File: src/assert_macros.svh
// assertion helpers for the rtl, included by tlpc_seq; clock clk, reset arst_n
`ifndef ASSERT_MACROS_SVH
`define ASSERT_MACROS_SVH

// condition must hold at every clock edge out of reset
`define ASSERT_ALWAYS(lbl, cond, msg) \
	lbl: assert property (@(posedge clk) disable iff (!arst_n) (cond)) else $error(msg);

// antecedent at this edge implies consequent at the next edge
`define ASSERT_NEXT(lbl, ante, cons, msg) \
	lbl: assert property (@(posedge clk) disable iff (!arst_n) (ante) |=> (cons)) else $error(msg);

`endif

File: src/tlpc_pkg.sv
// ----------------------------------------------------------------------------
// tlpc_pkg
// types, constants and helper functions of the traffic light phase controller
// ----------------------------------------------------------------------------
package tlpc_pkg;

	// request kinds
	localparam logic [1:0] KIND_TICK    = 2'd0;
	localparam logic [1:0] KIND_LONGER  = 2'd1;
	localparam logic [1:0] KIND_SHORTER = 2'd2;

	// register indexes
	localparam logic [1:0] REG_TPS      = 2'd0;
	localparam logic [1:0] REG_AMBER    = 2'd1;
	localparam logic [1:0] REG_WALK_OFF = 2'd2;

	localparam logic [7:0] RESET_TPS      = 8'd20;
	localparam logic [3:0] RESET_AMBER    = 4'd3;
	localparam logic [6:0] RESET_WALK_OFF = 7'd10;
	localparam logic [6:0] MIN_PERIOD     = 7'd10;

	// lamp port patterns
	localparam logic [7:0] MAIN_AMBER_R1 = 8'h84;
	localparam logic [7:0] AUX_AMBER_R1  = 8'h81;
	localparam logic [7:0] MAIN_AMBER_R0 = 8'h48;
	localparam logic [7:0] AUX_AMBER_R0  = 8'h02;
	localparam logic [7:0] MAIN_ARROW_R1 = 8'h89;
	localparam logic [7:0] AUX_ARROW_R1  = 8'h80;
	localparam logic [7:0] MAIN_PLAIN_R1 = 8'h82;
	localparam logic [7:0] AUX_PLAIN_R1  = 8'h81;
	localparam logic [7:0] MAIN_ARROW_R0 = 8'h98;
	localparam logic [7:0] AUX_ARROW_R0  = 8'h00;
	localparam logic [7:0] MAIN_PLAIN_R0 = 8'h28;
	localparam logic [7:0] AUX_PLAIN_R0  = 8'h02;

	localparam int RESULT_W = 72;

	typedef struct packed {
		logic [7:0] tps;
		logic [3:0] amber_s;
		logic [6:0] walk_off;
	} tlpc_cfg_t;

	typedef struct packed {
		logic [7:0] subtick;
		logic [6:0] elapsed;
		logic [6:0] active_period;
		logic [6:0] next_period;
		logic [6:0] phase_cnt;
		logic [6:0] walk_cnt;
		logic       road;
		logic       amber;
		logic       arrow;
	} tlpc_state_t;

	// seven-segment code, gfedcba
	function automatic logic [6:0] seg7(input logic [3:0] d);
		logic [6:0] s;
		case (d)
			4'd0: s = 7'h3F;
			4'd1: s = 7'h06;
			4'd2: s = 7'h5B;
			4'd3: s = 7'h4F;
			4'd4: s = 7'h66;
			4'd5: s = 7'h6D;
			4'd6: s = 7'h7D;
			4'd7: s = 7'h07;
			4'd8: s = 7'h7F;
			4'd9: s = 7'h6F;
			default: s = 7'h3F;
		endcase
		return s;
	endfunction

	// v / 10 by reciprocal multiply, exact for every 7-bit value
	function automatic logic [3:0] div10(input logic [6:0] v);
		logic [14:0] p;
		p = 15'(v) * 15'd205;
		return p[14:11];
	endfunction

	function automatic logic [6:0] seg_tens(input logic [6:0] v);
		logic [3:0] q;
		q = div10(v);
		return seg7((q >= 4'd10) ? q - 4'd10 : q);
	endfunction

	function automatic logic [6:0] seg_units(input logic [6:0] v);
		logic [6:0] r;
		r = v - 7'(div10(v) * 7'd10);
		return seg7(r[3:0]);
	endfunction

endpackage

File: src/traffic_light_phase_controller.sv
// ----------------------------------------------------------------------------
// traffic_light_phase_controller
// two-road light sequencer stepped by tick and button requests
// ----------------------------------------------------------------------------
// usage:
//   s_* carries requests: tuser is the kind (tick, lengthen, shorten),
//   tdata bit 0 is the pause-held flag. every request gives one result on m_*
//   showing the state after it: lamp patterns, direction, amber and arrow
//   flags, both countdowns, their seven-segment digits and the pending period.
//   m_tvalid rises once the request has passed the input register and its state
//   update has been written into the result register. one request per cycle is
//   sustained while m_tready stays high; the state update loop sets that rate.
//   a stalled m_tready holds the result; the input register still takes one
//   more request, after which s_tready drops until the result is taken.
//   reset loads the default period on the phase timer, road 1 green, and
//   the register defaults (20 ticks per second, 3 s amber, walk offset 10).
//   the user writes registers over apb at 0x0, 0x4, 0x8 only while no request is
//   in flight (not enforced by the block); they act from the next request.
// ----------------------------------------------------------------------------
module traffic_light_phase_controller
	import tlpc_pkg::*;
#(
	parameter logic [6:0] DEFAULT_PERIOD = 7'd20,
	parameter logic [6:0] MAX_PERIOD     = 7'd99
)
(
	input  logic                 clk,
	input  logic                 arst_n,
	input  logic                 psel,
	input  logic                 penable,
	input  logic                 pwrite,
	input  logic [3:0]           paddr,
	input  logic [31:0]          pwdata,
	output logic [31:0]          prdata,
	output logic                 pready,
	input  logic                 s_tvalid,
	output logic                 s_tready,
	input  logic [7:0]           s_tdata,  // held[0], zeros[7:1]
	input  logic [1:0]           s_tuser,  // kind[1:0]
	output logic                 m_tvalid,
	input  logic                 m_tready,
	// main_lamps[7:0], aux_lamps[15:8], direction[16], amber_on[17], arrow_on[18],
	// seconds_left[25:19], walk_left[32:26], seg_time_tens[39:33],
	// seg_time_units[46:40], seg_walk_tens[53:47], seg_walk_units[60:54],
	// pending_period[67:61], zeros[71:68]
	output logic [RESULT_W-1:0]  m_tdata
);

	tlpc_cfg_t           cfg;
	tlpc_state_t         st_nx;
	logic [RESULT_W-1:0] res_data;
	logic                valid_s1;
	logic [1:0]          kind_s1;
	logic                held_s1;
	logic                m_valid_q;
	logic [RESULT_W-1:0] m_data_q;
	logic                advance;

	assign advance  = valid_s1 && (!m_valid_q || m_tready);
	assign s_tready = !valid_s1 || advance;
	assign m_tvalid = m_valid_q;
	assign m_tdata  = m_data_q;

	tlpc_regs u_regs (
		.clk     (clk),
		.arst_n  (arst_n),
		.psel    (psel),
		.penable (penable),
		.pwrite  (pwrite),
		.paddr   (paddr),
		.pwdata  (pwdata),
		.prdata  (prdata),
		.pready  (pready),
		.cfg     (cfg)
	);

	tlpc_seq #(
		.DefaultPeriod (DEFAULT_PERIOD),
		.MaxPeriod     (MAX_PERIOD)
	) u_seq (
		.clk    (clk),
		.arst_n (arst_n),
		.step   (advance),
		.kind   (kind_s1),
		.held   (held_s1),
		.cfg    (cfg),
		.st_nx  (st_nx)
	);

	tlpc_fmt u_fmt (
		.st   (st_nx),
		.data (res_data)
	);

	always_ff @(posedge clk or negedge arst_n) begin
		if (!arst_n) begin
			valid_s1 <= 1'b0;
		end else if (s_tready) begin
			valid_s1 <= s_tvalid;
		end
	end

	always_ff @(posedge clk) begin
		if (s_tvalid && s_tready) begin
			kind_s1 <= s_tuser;
			held_s1 <= s_tdata[0];
		end
	end

	always_ff @(posedge clk or negedge arst_n) begin
		if (!arst_n) begin
			m_valid_q <= 1'b0;
		end else if (advance) begin
			m_valid_q <= 1'b1;
		end else if (m_tready) begin
			m_valid_q <= 1'b0;
		end
	end

	always_ff @(posedge clk) begin
		if (advance)
			m_data_q <= res_data;
	end

endmodule

File: src/tlpc_regs.sv
// ----------------------------------------------------------------------------
// tlpc_regs
// apb register file: tick rate, amber lead time, walk offset
// ----------------------------------------------------------------------------
module tlpc_regs
	import tlpc_pkg::*;
(
	input  logic        clk,
	input  logic        arst_n,
	input  logic        psel,
	input  logic        penable,
	input  logic        pwrite,
	input  logic [3:0]  paddr,
	input  logic [31:0] pwdata,
	output logic [31:0] prdata,
	output logic        pready,
	output tlpc_cfg_t   cfg
);

	tlpc_cfg_t  cfg_q;
	logic       wr_en;
	logic [1:0] idx;

	assign pready = 1'b1;
	assign wr_en  = psel && penable && pwrite;
	assign idx    = paddr[3:2];
	assign cfg    = cfg_q;

	always_ff @(posedge clk or negedge arst_n) begin
		if (!arst_n) begin
			cfg_q.tps      <= RESET_TPS;
			cfg_q.amber_s  <= RESET_AMBER;
			cfg_q.walk_off <= RESET_WALK_OFF;
		end else if (wr_en) begin
			unique case (idx)
				REG_TPS:      cfg_q.tps      <= pwdata[7:0];
				REG_AMBER:    cfg_q.amber_s  <= pwdata[3:0];
				REG_WALK_OFF: cfg_q.walk_off <= pwdata[6:0];
				default: ;
			endcase
		end
	end

	always_comb begin
		unique case (idx)
			REG_TPS:      prdata = {24'd0, cfg_q.tps};
			REG_AMBER:    prdata = {28'd0, cfg_q.amber_s};
			REG_WALK_OFF: prdata = {25'd0, cfg_q.walk_off};
			default:      prdata = 32'd0;
		endcase
	end

endmodule

File: src/tlpc_seq.sv
// ----------------------------------------------------------------------------
// tlpc_seq
// phase state registers and the per-request update
// ----------------------------------------------------------------------------
module tlpc_seq
	import tlpc_pkg::*;
#(
	parameter logic [6:0] DefaultPeriod = 7'd20,
	parameter logic [6:0] MaxPeriod     = 7'd99
)
(
	input  logic        clk,
	input  logic        arst_n,
	input  logic        step,
	input  logic [1:0]  kind,
	input  logic        held,
	input  tlpc_cfg_t   cfg,
	output tlpc_state_t st_nx
);
	`include "assert_macros.svh"

	localparam logic [6:0] ResetWalk =
		(DefaultPeriod > RESET_WALK_OFF) ? DefaultPeriod - RESET_WALK_OFF : 7'd0;

	tlpc_state_t st_q;
	logic [8:0]  sub_inc;
	logic        boundary;
	logic [6:0]  amb7;

	assign sub_inc  = {1'b0, st_q.subtick} + 9'd1;
	assign boundary = sub_inc >= {1'b0, cfg.tps};
	assign amb7     = {3'd0, cfg.amber_s};

	always_comb begin
		logic [6:0] half;
		st_nx = st_q;
		half  = 7'd0;
		if (step) begin
			case (kind)
				KIND_TICK: begin
					if (!held) begin
						st_nx.subtick = boundary ? 8'd0 : sub_inc[7:0];
						if (boundary) begin
							st_nx.elapsed = st_q.elapsed + 7'd1;
							if (st_nx.elapsed >= st_q.active_period) begin
								// phase end: flip road, load the pending period
								st_nx.elapsed       = 7'd0;
								st_nx.amber         = 1'b0;
								st_nx.arrow         = 1'b0;
								st_nx.active_period = st_q.next_period;
								st_nx.phase_cnt     = st_q.next_period;
								st_nx.road          = ~st_q.road;
								st_nx.walk_cnt      = (st_q.next_period > cfg.walk_off) ?
									st_q.next_period - cfg.walk_off : 7'd0;
							end else begin
								if (st_q.phase_cnt != 7'd0)
									st_nx.phase_cnt = st_q.phase_cnt - 7'd1;
								if (st_q.walk_cnt != 7'd0)
									st_nx.walk_cnt = st_q.walk_cnt - 7'd1;
							end
							half = st_nx.active_period >> 1;
							if ((st_nx.active_period >= amb7 &&
									st_nx.elapsed == st_nx.active_period - amb7) ||
									(half >= amb7 && st_nx.elapsed == half - amb7))
								st_nx.amber = 1'b1;
							if (st_nx.elapsed == half) begin
								st_nx.arrow = 1'b1;
								st_nx.amber = 1'b0;
							end
						end
					end
				end
				KIND_LONGER: begin
					if (st_q.next_period < MaxPeriod)
						st_nx.next_period = st_q.next_period + 7'd1;
				end
				KIND_SHORTER: begin
					if (st_q.next_period > MIN_PERIOD)
						st_nx.next_period = st_q.next_period - 7'd1;
				end
				default: ;
			endcase
		end
	end

	always_ff @(posedge clk or negedge arst_n) begin
		if (!arst_n) begin
			st_q.subtick       <= 8'd0;
			st_q.elapsed       <= 7'd0;
			st_q.active_period <= DefaultPeriod;
			st_q.next_period   <= DefaultPeriod;
			st_q.phase_cnt     <= DefaultPeriod;
			st_q.walk_cnt      <= ResetWalk;
			st_q.road          <= 1'b1;
			st_q.amber         <= 1'b0;
			st_q.arrow         <= 1'b0;
		end else begin
			st_q <= st_nx;
		end
	end

	`ASSERT_ALWAYS(a_elapsed_in_phase, st_q.elapsed < st_q.active_period, "elapsed past period")
	`ASSERT_ALWAYS(a_cnt_le_period, st_q.phase_cnt <= st_q.active_period, "countdown above period")
	`ASSERT_NEXT(a_idle_holds, !step, st_q == $past(st_q), "state moved without a request")

endmodule

File: src/tlpc_fmt.sv
// ----------------------------------------------------------------------------
// tlpc_fmt
// lamp patterns, seven-segment digits and result packing
// ----------------------------------------------------------------------------
module tlpc_fmt
	import tlpc_pkg::*;
(
	input  tlpc_state_t          st,
	output logic [RESULT_W-1:0]  data
);

	logic [7:0] main_l;
	logic [7:0] aux_l;

	always_comb begin
		// amber wins over the arrow
		if (st.amber) begin
			main_l = st.road ? MAIN_AMBER_R1 : MAIN_AMBER_R0;
			aux_l  = st.road ? AUX_AMBER_R1 : AUX_AMBER_R0;
		end else if (st.road) begin
			main_l = st.arrow ? MAIN_ARROW_R1 : MAIN_PLAIN_R1;
			aux_l  = st.arrow ? AUX_ARROW_R1 : AUX_PLAIN_R1;
		end else begin
			main_l = st.arrow ? MAIN_ARROW_R0 : MAIN_PLAIN_R0;
			aux_l  = st.arrow ? AUX_ARROW_R0 : AUX_PLAIN_R0;
		end
	end

	assign data = {4'd0, st.next_period,
		seg_units(st.walk_cnt), seg_tens(st.walk_cnt),
		seg_units(st.phase_cnt), seg_tens(st.phase_cnt),
		st.walk_cnt, st.phase_cnt,
		st.arrow, st.amber, st.road, aux_l, main_l};

endmodule

File: config.mk
export PLATFORM = sky130hd
export DESIGN_NAME = traffic_light_phase_controller
export DESIGN_NICKNAME = d
export VERILOG_FILES = /design/src/tlpc_pkg.sv /design/src/traffic_light_phase_controller.sv /design/src/tlpc_regs.sv /design/src/tlpc_seq.sv /design/src/tlpc_fmt.sv
export VERILOG_INCLUDE_DIRS = /design/src /design/src/src
export SDC_FILE = /design/constraint.sdc
export NUM_CORES = 1
export LEC_CHECK = 0
export BUFFER_PORTS_ARGS = -buffer_cell sky130_fd_sc_hd__clkbuf_2
export CAP_MARGIN = 20
export CORE_AREA = 2 2 153 155
export DETAILED_ROUTE_END_ITERATION = 10
export DIE_AREA = 0 0 155 157
export GPL_TIMING_DRIVEN = 0
export PLACE_DENSITY = 0.68
export SLEW_MARGIN = 20
export SYNTH_ARGS = -nofsm -noshare
export SYNTH_HDL_FRONTEND = slang
export SYNTH_SLANG_ARGS = --single-unit
File: constraint.sdc
create_clock -name clk -period 22.7 [get_ports clk]
set_input_delay 2.27 -clock clk [delete_from_list [all_inputs] [get_ports clk]]
set_output_delay 2.27 -clock clk [all_outputs]
set_load 0.1 [all_outputs]
==> results.ini <==
[outcome]
outcome=completed

[clock_tree]
cts_inserted_buffers=17
cts-resized-gates=0
cts_buffer_depth=2
clock_insertion_delay_worst_skew_ns=0.43
cts_num_sinks=132
postCtsSetupRepairBufs=0
cts_tree=yes
cts-htree-levels=4
postCtsHoldBufs=0
clock-root-buffer=sky130_fd_sc_hd__clkbuf_16
clk_pin_slew_ns=0.06

[floorplan]
starting_utilization_of_the_core_area_pct=46.5
die-width_um=155
core_area_mm2=0.0225
dieArea_mm2=0.0243
ios=160
fp.dieH_um=157
floorplan.rows=55

[timing]
drv_slew=0
layout_worst_path_cycle_share_pct=46.3
timing.fmax_ghz=0.0951
finalClockSkew_ns=0.0113
rsz0062_at_grt=no
layout_min_cycle_time_ns=10.52
final_hold_viol_count=0
tightest_pin_transition_ns=1.06
timing.setup.tns_ns=0
final-setup-viol-count=0
max-slew-margin-rel_pct=29.2

[power]
p_per_area_mw_per_mm2=137
power_frac_clock_pct=17.3
ir_worst_vdd_v=0.0000567
pwr-share-comb_pct=60.3
p_leak_uw=0.00576
power.net_switching_uw=828
cellInternalPower_uw=827
p_sw_share_pct=50.0
share_of_power_burned_in_registers_pct=22.3

[finish]
antenna_cells_inserted=0
final_util_pct=53.6
post_route_cells_drive_above_1_share_pct=16.9
area.sequential_mm2=0.00365
final.fill_count=2048
area.growth.synth_to_final_pct=15.3
stdcell_count=1534
multi_input_area_mm2=0.00617
design_area_mm2=0.0121
nets=1443

[grt]
grtUsageMet2_pct=36.8
grt_pass1_wl_mm=40.3
first_global_vias=8198
antenna_found_initial=0
global_route.overflow_total=0
globalRouteMet3Util_pct=3.69
grt.total_usage_pct=20.9
globalRoute.busiestLayer=met2
globalRouteMet1Util_pct=26.1
grt_start_max_net_pins=57

[placed_design]
post_dp_hpwl_mm=18.8
io_buffer_count=92
post_dp_cell_area_mm2=0.0115
numPlacedInstances=1502
place_congestion=0.956

[logic_synthesis]
postSynth.topFlopCell=sky130_fd_sc_hd__edfxtp_1
syn_inst_count=1091
synthArstFlopShare_pct=50.8
ys_seq_area_share_pct=34.8
synth-edff-count=65
synth_top_family_by_area=adder cells
synth-warning-count=0
muxShareOfSynthArea_pct=3.99
post_synth_and_or_nand_nor_area_fraction_pct=14.5
ffs_latches_synth=132
mappedNetlistArea_mm2=0.0105
synth_xor_area_share_pct=4.21
yosys.area_share.adder_pct=19.9
synth_compound_gate_area_share_pct=15.1
post_synthesis_area_per_instance_um2=9.59
yosys.cell_types.count=80

[setup_path]
worst_ep_required_time_ns=22.87
timing.critical_path.slowest_stage_cell=sky130_fd_sc_hd__a21oi_1
worst_ep_arrival_time_ns=10.69
cp-end-kind=flop
path_max_fanout=10
crit_type=in -> reg
critical_path.max_stage_delay_ns=0.87
kind_of_start_point_of_the_critical_path=input pin

[hold_path]
worst_hold_path_type=reg -> reg

[routing]
drc_errors=0
vias=8335
per_cell_via_count_in_the_routed_design=5.43
dr.pass1.iters=7
drt-initial-drc-count=582
drtAntennaViolNets=0
drt-wirelength-per-cell_um=16.1
routed_wirelength_mm=24.8

[run]
timing.max_cap.violations=0

[final timing paths]
path	from	end	slack (ns)	cells after the start
max	m_tready	m_tdata[51]	12.18	32
min	u_seq.st_q[26]	u_seq.st_q[26]	0.50	2
max reg2reg	u_seq.st_q[38]	m_tdata[36]	12.72	32
min reg2reg	u_seq.st_q[26]	u_seq.st_q[26]	0.50	2
max in group asynchronous	arst_n	u_regs.cfg[8]	20.31	2
min in group asynchronous	arst_n	valid_s1	1.78	1
[flip-flops by register name, indices dropped and copies added (netlist names)]
register and cells:
m_tvalid 1, kind_s1 2, held_s1 1, valid_s1 1
u_seq.st_q 46, m_tdata 62, u_regs.cfg 19
[power by group through the flow]
stage | clock [uW] | combinational [uW] | sequential, uW
5_1_grt | 303 | 1110 | 376
3_3_place_gp | 0 | 972 | 373
2_1_floorplan | 0 | 615 | 549
3_5_place_dp | 0 | 993 | 373
6_report | 287 | 999 | 370
4_1_cts | 291 | 1000 | 369
[layout by cell type, fill, tap and decap left out, drive strengths merged, types with 21 or more instances in the layout]
| master | n |
|---|---|
| mux2i | 21 |
| nand2 | 108 |
| buf | 40 |
| nand3 | 30 |
| edfxtp | 65 |
| nor2 | 50 |
| clkbuf | 141 |
| conb | 34 |
| o21ai | 90 |
| ha | 133 |
| fa | 21 |
| dfrtp | 52 |
| xnor2 | 27 |
| inv | 100 |
| a21oi | 45 |
[per-layer routing]
| metal | part of all wire [%] | vias up |
|---|---|---|
| met2 | 50 | 198 |
| met3 | 4.2 | 37 |
| met5 | 0 | - |
| met1 | 44 | 3998 |
| li1 | - | 4102 |
| met4 | 1.5 | 0 |
[stage by stage]
stage / hold WS [ns] / power, uW / setup WS [ns]
finish: 0.503 / 1660 / 12.18
global route: 0.536 / 1790 / 11.53
floorplan: 0.459 / 1160 / 12.13
global placement: 0.475 / 1350 / 9.36
detailed placement: 0.483 / 1370 / 11.75
CTS: 0.505 / 1660 / 12.13
[Yosys cell counts, types with 3 or more instances]
library cell,n,area [um2]
sky130_fd_sc_hd__nor3_1,14,70.1
sky130_fd_sc_hd__or3_1,9,56.3
sky130_fd_sc_hd__a2111oi_0,4,35.0
sky130_fd_sc_hd__a21oi_1,45,225
sky130_fd_sc_hd__nand2_1,108,405
sky130_fd_sc_hd__nand4_1,7,43.8
sky130_fd_sc_hd__fa_1,21,420
sky130_fd_sc_hd__nand3b_1,5,37.5
sky130_fd_sc_hd__a22o_1,11,96.3
sky130_fd_sc_hd__clkbuf_1,28,105
sky130_fd_sc_hd__nand2b_1,17,106
sky130_fd_sc_hd__nand3_1,30,150
sky130_fd_sc_hd__o21a_1,5,37.5
sky130_fd_sc_hd__o2111ai_1,3,26.3
sky130_fd_sc_hd__a31oi_1,8,50.1
sky130_fd_sc_hd__nor2_1,50,188
sky130_fd_sc_hd__buf_4,35,263
sky130_fd_sc_hd__xor2_1,15,131
sky130_fd_sc_hd__nor3b_1,7,52.6
sky130_fd_sc_hd__nor2b_1,12,75.1
sky130_fd_sc_hd__nor4_1,5,31.3
sky130_fd_sc_hd__mux2i_1,20,200
sky130_fd_sc_hd__inv_1,98,368
sky130_fd_sc_hd__a211oi_1,8,60.1
sky130_fd_sc_hd__or2_2,5,31.3
sky130_fd_sc_hd__o32ai_1,3,26.3
sky130_fd_sc_hd__edfxtp_1,65,1950
sky130_fd_sc_hd__a211o_1,3,26.3
sky130_fd_sc_hd__xnor2_1,25,219
sky130_fd_sc_hd__and3_1,15,93.8
sky130_fd_sc_hd__o21ai_0,89,445
sky130_fd_sc_hd__a21o_1,20,150
sky130_fd_sc_hd__or4_1,4,30.0
sky130_fd_sc_hd__dfstp_2,15,394
sky130_fd_sc_hd__a221oi_1,3,26.3
sky130_fd_sc_hd__mux2_2,16,180
sky130_fd_sc_hd__o31ai_1,9,67.6
sky130_fd_sc_hd__and2_1,8,50.1
sky130_fd_sc_hd__dfrtp_1,52,1300
sky130_fd_sc_hd__o211ai_1,5,37.5
sky130_fd_sc_hd__o22ai_1,7,43.8
sky130_fd_sc_hd__ha_1,133,1660
[cells by family after synthesis]
| family | count (synthesis) |
|---|---|
| compound gates | 249 |
| other cells | 2 |
| fa+ha+maj | 154 |
| buf+inv | 166 |
| simple gates | 306 |
| xor+xnor | 44 |
| flops | 132 |
| mux | 38 |
[area by class of cell]
cell class	count	area share, %
multi-input combinational	825	51.1
sequential	132	30.2
buffer	67	3.30
timing repair buffer	94	4.29
clock inverter	11	1.03
tap	285	2.95
clock buffer	21	3.99
inverter	99	3.08
[worst max-delay path: cells and delay by family]
family                   cells  cell delay, ns
AO/OA/AOI/OAI               12            3.30
adder cells (fa/ha/maj)      6            2.44
buffers and inverters        6            1.17
AND/OR/NAND/NOR              5            0.92
multiplexers                 2            0.34
XOR/XNOR                     1            0.25
No activity file was read; power rests on OpenSTA's default activity.
